--- src/rtl/bir_pkg.sv ---
`default_nettype none
package bir_pkg;

  localparam int MAX_SRC_WIDTH  = 256;
  localparam int MAX_SRC_HEIGHT = 256;
  localparam int MAX_DST_SIZE   = 4096;

  localparam int CFG_SW   = 9;   // source size register width
  localparam int CFG_DW   = 13;  // destination size register width
  localparam int COORD_QW = 25;  // 9 integer + 16 fraction bits of a source coordinate
  localparam int CHAN_QW  = 9;   // channel quotient, top bit means saturate
  localparam int DIV_NW   = 46;
  localparam int DIV_DW   = 37;
  localparam int DIV_QW   = 25;
  localparam int KW       = 16;  // Q2.14 tap weight

  typedef enum logic [1:0] {
    REG_SRC_W = 2'd0,
    REG_SRC_H = 2'd1,
    REG_DST_W = 2'd2,
    REG_DST_H = 2'd3
  } reg_idx_t;

  typedef enum logic {
    OP_LOAD    = 1'b0,
    OP_COMPUTE = 1'b1
  } op_t;

  typedef enum logic {
    DIV_COORD = 1'b0,
    DIV_CHAN  = 1'b1
  } div_mode_t;

  typedef struct packed {
    logic      start;
    div_mode_t mode;
  } div_req_t;

  typedef struct packed {
    logic busy;
    logic done;
  } div_stat_t;

  typedef logic signed [KW-1:0] ktab_t [256];

  // Catmull-Rom weight of tap (0..3, offset -1..2) at phase t, rounded half away from zero
  function automatic logic signed [KW-1:0] kernel_q14(input int tap, input int t);
    longint s;
    longint n;
    longint r;
    s = longint'(256 * (tap - 1) - t);
    if (s < 0) s = -s;
    if (s <= 256) n = 3 * s * s * s - 1280 * s * s + (longint'(1) << 25);
    else if (s < 512) n = -s * s * s + 1280 * s * s - 524288 * s + (longint'(1) << 26);
    else n = 0;
    if (n >= 0) r = (n + 1024) / 2048;
    else r = -((-n + 1024) / 2048);
    return KW'(r);
  endfunction

  function automatic ktab_t ktab_build(input int tap);
    ktab_t tb;
    for (int t = 0; t < 256; t++) tb[t] = kernel_q14(tap, t);
    return tb;
  endfunction

endpackage
`default_nettype wire

--- src/rtl/bir_div.sv ---
`default_nettype none
module bir_div (
  input  logic                       clk,
  input  logic                       rst_n,
  input  bir_pkg::div_req_t          req,
  input  logic [bir_pkg::DIV_NW-1:0] num,
  input  logic [bir_pkg::DIV_DW-1:0] den,
  output bir_pkg::div_stat_t         stat,
  output logic [bir_pkg::DIV_QW-1:0] quo
);
  import bir_pkg::*;

  logic [DIV_NW-1:0] rem_r;
  logic [DIV_NW-1:0] dsh_r;
  logic [DIV_QW-1:0] q_r;
  logic [4:0]        cnt_r;
  logic              busy_r;
  logic              done_r;
  logic              ge;

  assign ge = (rem_r >= dsh_r);

  // restoring division, one quotient bit per cycle against a right-shifting divisor
  always_ff @(posedge clk) begin
    if (!rst_n) begin
      busy_r <= 1'b0;
      done_r <= 1'b0;
      cnt_r  <= '0;
    end else begin
      done_r <= 1'b0;
      if (req.start) begin
        rem_r  <= num;
        q_r    <= '0;
        busy_r <= 1'b1;
        if (req.mode == DIV_COORD) begin
          dsh_r <= DIV_NW'(den) << (COORD_QW - 1);
          cnt_r <= 5'(COORD_QW);
        end else begin
          dsh_r <= DIV_NW'(den) << (CHAN_QW - 1);
          cnt_r <= 5'(CHAN_QW);
        end
      end else if (busy_r) begin
        if (ge) rem_r <= rem_r - dsh_r;
        q_r   <= {q_r[DIV_QW-2:0], ge};
        dsh_r <= dsh_r >> 1;
        cnt_r <= cnt_r - 5'd1;
        if (cnt_r == 5'd1) begin
          busy_r <= 1'b0;
          done_r <= 1'b1;
        end
      end
    end
  end

  assign stat.busy = busy_r;
  assign stat.done = done_r;
  assign quo       = q_r;
endmodule
`default_nettype wire

--- config.mk ---
export PLATFORM = sky130hd
export DESIGN_NAME = bir_div
export DESIGN_NICKNAME = d
export VERILOG_FILES = /design/src/rtl/bir_pkg.sv /design/src/rtl/bir_div.sv
export SDC_FILE = /design/constraint.sdc
export NUM_CORES = 1
export LEC_CHECK = 0
export ABC_AREA = 1
export BUFFER_PORTS_ARGS = -buffer_cell sky130_fd_sc_hd__buf_2
export CAP_MARGIN = 20
export CORE_ASPECT_RATIO = 0.5
export CORE_MARGIN = 5
export CORE_UTILIZATION = 55
export CTS_CLUSTER_DIAMETER = 150
export CTS_CLUSTER_SIZE = 12
export DETAILED_ROUTE_END_ITERATION = 6
export PLACE_DENSITY = 0.75
export SETUP_SLACK_MARGIN = 0.1
export SLEW_MARGIN = 10
export SYNTH_ARGS = -nofsm -noshare
export SYNTH_HDL_FRONTEND = slang
export SYNTH_SLANG_ARGS = --single-unit
--- constraint.sdc ---
create_clock -name clk -period 9 [get_ports clk]
set_clock_uncertainty 0.15 [all_clocks]
set_input_delay 0.45 -clock clk [delete_from_list [all_inputs] [get_ports clk]]
set_output_delay 0.45 -clock clk [all_outputs]
set_load 0.02 [all_outputs]
==> reports/qor.csv, run 1 <==
stage;metric;value;unit
worst_setup_path;worst_ep_required_time;8950;ps
timing;finalSetupTns;0;ps
hold_path;hold_class;in -> reg;
global_route;track_usage;0.294;
clocking;clockBufferDepth;2;
timing;post-route-period-util;0.374;
global_route;antenna_found_initial;0;
die;fp-row-count;33;
clocking;cts_resized;0;
synthesis;synth_warnings;0;
detailed_routing;detail_route.iter0.violations;870;
timing;whs;100;ps
layout;finalNetCount;1565;
clocking;htree_levels;4;
detailed_routing;drc;0;
layout;final_common_cell;nand2_1;
timing;finalHoldViolCount;0;
clocking;clkLatencyLatePin;440;ps
clocking;cts.hold.buffers_added;0;
placement;detailed_place_hpwl;22500;um
worst_setup_path;r2r_slack;5630;ps
synthesis;synthCells;1317;
timing;max_freq;0.297;GHz
placement;portBuffers;113;
run;max_cap_viol_count;0;
worst_setup_path;start_kind;flip-flop;
worst_setup_path;crit_type;reg -> reg;
timing;slew_headroom;0.348;
layout;drive_gt1_frac;0.169;
detailed_routing;vias;8624;
synthesis;syn_area;9330;sq um
placement;place_area;10100;sq um
clocking;path_clk_slew;70;ps
detailed_routing;dr.pass1.iters;5;
layout;antennaDiodeCount;0;
worst_setup_path;cp_data_arrival_time;3320;ps
worst_setup_path;end_kind;flip-flop;
timing;rsz0062_at_grt;no;
die;die_w;194;um
detailed_routing;drtAntennaViolNets;0;
worst_setup_path;crit_fanout;38;
synthesis;syn_nets;1453;
pwr;power.total;0.00197;W
detailed_routing;totalWireLength;28500;um
pwr;leakagePower;5.57;nW
synthesis;syn-mean-instance-area;7.08;sq um
timing;worstMarginPinSlew;978;ps
layout;final_area;10700;sq um
layout;area_growth_syn_to_layout;15.0;%
synthesis;yosys.cell_types.count;37;
synthesis;ys_seq_area_frac;0.392;
global_route;grt_first_pass_wirelength;44200;um
layout;fillers;1521;
global_route;grt_pass1_vias;8110;
status;outcome;finished clean;
placement;place_congestion;0.985;
synthesis;yosys_register_bits;124;
detailed_routing;avgRoutedWirePerCell;17.1;um
timing;setup_viol;0;
pwr;irDropWorstVdd;139;uV
clocking;tritoncts;built;
timing;timing.final.max_slew_violations;0;
detailed_routing;viasPerCell;5.17;
global_route;grt_max_degree;96;
die;ios;114;
clocking;numCtsBuffers;17;
die;dieArea;19800;sq um
layout;final_cell_mix;nand2_1 (442), inv_1 (288), edfxtp_1 (117);
pwr;powerDensity;184;nW/um^2
clocking;clkSinkCount;124;
clocking;clockRootBuffer;clkbuf_16;
die;die_h;102;um
die;coreArea;16500;sq um
global_route;gr-total-overflow;0;
clocking;postCtsSetupBuffers;0;
die;start_util;0.565;
timing;fin_crit;3370;ps
[cells in the mapped netlist, drive strengths merged]
master    n  share of area
nor3b     1         0.0013
buf       6         0.0036
o221ai   21          0.020
nand3    68          0.043
fa        1         0.0021
dfxtp     7          0.015
o22ai    16          0.011
o21ai    27          0.014
nand2   474           0.20
and2      2         0.0013
or2       8         0.0054
nand4    10         0.0067
clkbuf   20         0.0080
nor2    119          0.058
xor2      3         0.0028
nor3      6         0.0043
edfxtp  117           0.38
a21oi    36          0.019
o21bai    5         0.0044
nand3b    4         0.0032
xnor2    12          0.011
nor4      5         0.0034
a31oi     2         0.0013
ha       48          0.064
inv     299           0.12
[routing by layer]
| metal | part of all wire | global-route usage | wire length (um) | vias to the layer above |
|---|---|---|---|---|
| met3 | 0.11 | 0.0922 | 3240 | 29 |
| met5 | 0 | 0 | 0 | - |
| li1 | - | - | - | 4341 |
| met1 | 0.47 | 0.426 | 13300 | 3923 |
| met4 | 0.011 | 0.0556 | 304 | 0 |
| met2 | 0.41 | 0.439 | 11700 | 331 |
[per-stage QoR]
stage	instances	worst slack, ps	utilization
floorplan	1317	2930	-
global placement	1637	5820	0.613
detailed placement	1637	5680	0.613
CTS	1669	5660	0.650
global route	1669	5470	0.650
finish	1669	5630	0.650
[where the power goes]
group | internal (W) | total [W] | switching [W]
logic | 0.000176 | 0.000551 | 0.000375
clock network | 0.000397 | 0.000713 | 0.000317
registers | 0.000691 | 0.000706 | 0.0000156
total | 0.00126 | 0.00197 | 0.000707
[cell families after synthesis]
kind of cell,share of synthesized area
AND/OR/NAND/NOR,0.326
buffers and inverters,0.132
flip-flops,0.392
AO/OA/AOI/OAI,0.0700
adder cells (fa/ha/maj),0.0665
XOR/XNOR,0.0141
[state kept, by name, summed over array words and instances, names as in the netlist]
register,count
busy_r,1
dsh_r,46
quo,25
done_r,1
cnt_r,5
rem_r,46
[worst max-delay path, cell delays in order, from the launching register on]
cell and delay [ps]:
edfxtp_1 370, inv_1 70, ha_1 140, inv_1 90, fa_1 440, nand3_2 110, nand3_2 130, nand2_2 90
nand2_2 70, nand2_1 80, nand2_2 80, nand2_2 110, nand2_2 80, nand2_2 80, nand3_2 60, nand2_1 100
clkinv_1 300, buf_4 420
[worst paths after layout]
| check | endpoint | from | cells after the start |
|---|---|---|---|
| setup reg to reg | rem_r[8]$_DFFE_PP_ | rem_r[0]$_DFFE_PP_ | 17 |
| hold / removal | cnt_r[0]$_SDFFE_PN0N_ | rst_n | 3 |
| setup / recovery | rem_r[8]$_DFFE_PP_ | rem_r[0]$_DFFE_PP_ | 17 |
| hold reg to reg | cnt_r[2]$_SDFFE_PN0N_ | cnt_r[2]$_SDFFE_PN0N_ | 2 |
[area by class of cell]
cell class | instances | area, sq um | area share
well taps | 227 | 284 | 0.0265
repair buffers | 119 | 613 | 0.0571
clock inverters | 15 | 176 | 0.0164
flip-flops and latches | 124 | 3650 | 0.341
clock buffers | 17 | 425 | 0.0397
multi-input cells | 868 | 4450 | 0.415
inverters | 299 | 1120 | 0.105
Power figures use the tool's default switching activity.
==> run 2: changes to the inputs <==
- CORE_UTILIZATION: 55 -> 54
- PLACE_DENSITY: 0.75 -> 0.77
- clock period: 9 -> 2.8 ns (I/O delays scaled with it)
==> run 2 against run 1 <==
Net effect: final area up 12%; sequential power increased to 3.2 times the previous value; worst setup slack got worse by 5600 ps; wire length up 14%; hold slack worse by 82 ps; global-route usage increased by 2.4 points; non-clock buffer count up 113; via count grew 9.6%; highest routed layer unchanged; first-iteration DRC count increased by 2.4%; combinational power grew to 3.7 times the previous value; utilization up 5.2 points.
==> reports/qor.csv, run 2 (same netlist as run 1, synthesis figures left out) <==
stage;metric;value;unit
clocking;numCtsBuffers;17;
timing;timing.final.max_slew_violations;0;
worst_setup_path;start_kind;flip-flop;
clocking;path_clk_slew;60;ps
detailed_routing;dr.pass1.iters;5;
timing;post-route-period-util;0.976;
timing;slew_headroom;0.561;
worst_setup_path;crit_path_max_incr_delay;390;ps
detailed_routing;drtAntennaViolNets;0;
placement;pre_cts_slack;112;ps
status;outcome;finished clean;
hold_path;holdPathStages;3;
die;fp-row-count;34;
detailed_routing;vias;9455;
timing;rsz0062_at_grt;yes;
hold_path;hold-path-endpoint;dsh_r[24]$_DFFE_PP_;
layout;final_common_cell;nand2_1;
die;ios;114;
clocking;tritoncts;built;
worst_setup_path;crit_top_cell;nand2_2;
die;die_h;103;um
clocking;clkSinkCount;124;
layout;final_cell_mix;nand2_1 (438), inv_1 (284), edfxtp_1 (117);
layout;finalNetCount;1678;
die;die_w;196;um
layout;drive_gt1_frac;0.190;
clocking;clkLatencyLatePin;440;ps
worst_setup_path;crit_slowest_cell;ha_1;
worst_setup_path;r2r_start;rem_r[10]$_DFFE_PP_;
run;max_cap_viol_count;0;
worst_setup_path;r2r_end;rem_r[38]$_DFFE_PP_;
clocking;htree_levels;4;
global_route;antenna_found_initial;0;
global_route;grt_max_degree;133;
worst_setup_path;crit_start;rem_r[10]$_DFFE_PP_;
worst_setup_path;rr_worst_depth;15;
pwr;powerDensity;548;nW/um^2
clocking;clockRootBuffer;clkbuf_16;
global_route;grt_first_pass_wirelength;48100;um
timing;setup_viol;0;
global_route;grt_pass1_vias;8787;
timing;finalHoldViolCount;0;
detailed_routing;detail_route.iter0.violations;891;
pwr;leakagePower;6.10;nW
die;start_util;0.544;
placement;place_congestion;1.00;
layout;area_growth_syn_to_layout;28.9;%
worst_setup_path;cp_data_arrival_time;2730;ps
worst_setup_path;r2r_slack;70;ps
worst_setup_path;crit_type;reg -> reg;
layout;antennaDiodeCount;0;
detailed_routing;avgRoutedWirePerCell;18.1;um
worst_setup_path;crit_fanout;14;
hold_path;hold_class;in -> reg;
worst_setup_path;worst_ep_required_time;2790;ps
timing;whs;18.5;ps
detailed_routing;drc;0;
placement;portBuffers;113;
die;dieArea;20200;sq um
placement;detailed_place_hpwl;24100;um
timing;worstMarginPinSlew;658;ps
timing;max_freq;0.366;GHz
pwr;power.total;0.00658;W
clocking;clockBufferDepth;2;
global_route;gr-total-overflow;0;
worst_setup_path;path_cells;ha_1, nand2_2, nor2_2, nand2_1, inv_1, nand2_2, nand2_2, nand2_2, nand2_2, nand2_2, nand3_2, nand2_2, clkinvlp_4, buf_12, buf_12;
timing;fin_crit;2730;ps
worst_setup_path;end_kind;flip-flop;
die;coreArea;17100;sq um
detailed_routing;viasPerCell;5.29;
detailed_routing;totalWireLength;32400;um
pwr;irDropWorstVdd;440;uV
hold_path;min-delay-start;den[16];
timing;fin_ws;66.6;ps
global_route;track_usage;0.317;
run 2: layout make-up:
class,count,area (sq um)
Inverter,299,1130
Tap cell,234,293
Multi-Input combinational cell,868,4570
Timing Repair Buffer,232,1790
Fill cell,1432,5120
Clock inverter,15,164
Clock buffer,17,425
Sequential cell,124,3660
run 2: through the flow:
stage          std cells  TNS (ps)  area (sq um)  utilization
6_report            1789         0         12000        0.701
5_1_grt             1789     -1200         12000        0.701
3_5_place_dp        1661         0         10300        0.603
4_1_cts             1777         0         11800        0.686
2_1_floorplan       1317    -10470          9370            -
3_3_place_gp        1661         0         10300        0.603
run 2: worst max path at each step:
stage | to | slack [ps] | cells after the start
final | rem_r[38]$_DFFE_PP_ | 70 | 15
after global routing | rem_r[36]$_DFFE_PP_ | -40 | 18
after CTS | rem_r[38]$_DFFE_PP_ | 120 | 15
after detailed placement | rem_r[43]$_DFFE_PP_ | 110 | 17
after global placement | rem_r[43]$_DFFE_PP_ | 170 | 11
after floorplan | rem_r[0]$_DFFE_PP_ | -230 | 4
run 2: what timing repair did:
item | CTS | global route
pin swaps | 0 | 1
setup endpoints to repair | 46 | 50
hold buffers | 84 | 0
gates cloned | 0 | 3
hold endpoints to repair | 79 | 0
resized for setup | 1 | 25
setup buffers | 0 | 9
run 2: power breakdown:
| group | internal (W) | total [W] | switching [W] |
|---|---|---|---|
| logic | 0.000744 | 0.00205 | 0.00130 |
| clock network | 0.00132 | 0.00226 | 0.000938 |
| registers | 0.00222 | 0.00228 | 0.0000557 |
run 2: metal layers:
layer	GRT usage	part of all wire	vias up
met5	0	0	-
met3	0.0810	0.11	42
li1	-	-	4574
met1	0.443	0.45	4378
met4	0.0772	0.014	0
met2	0.501	0.44	461
run 2: worst max-delay path, delay by kind of cell, from the launching register on:
family,cells,cell delay [ps]
adder cells (fa/ha/maj),1,390
buffers and inverters,4,530
flip-flops,1,380
AND/OR/NAND/NOR,10,970
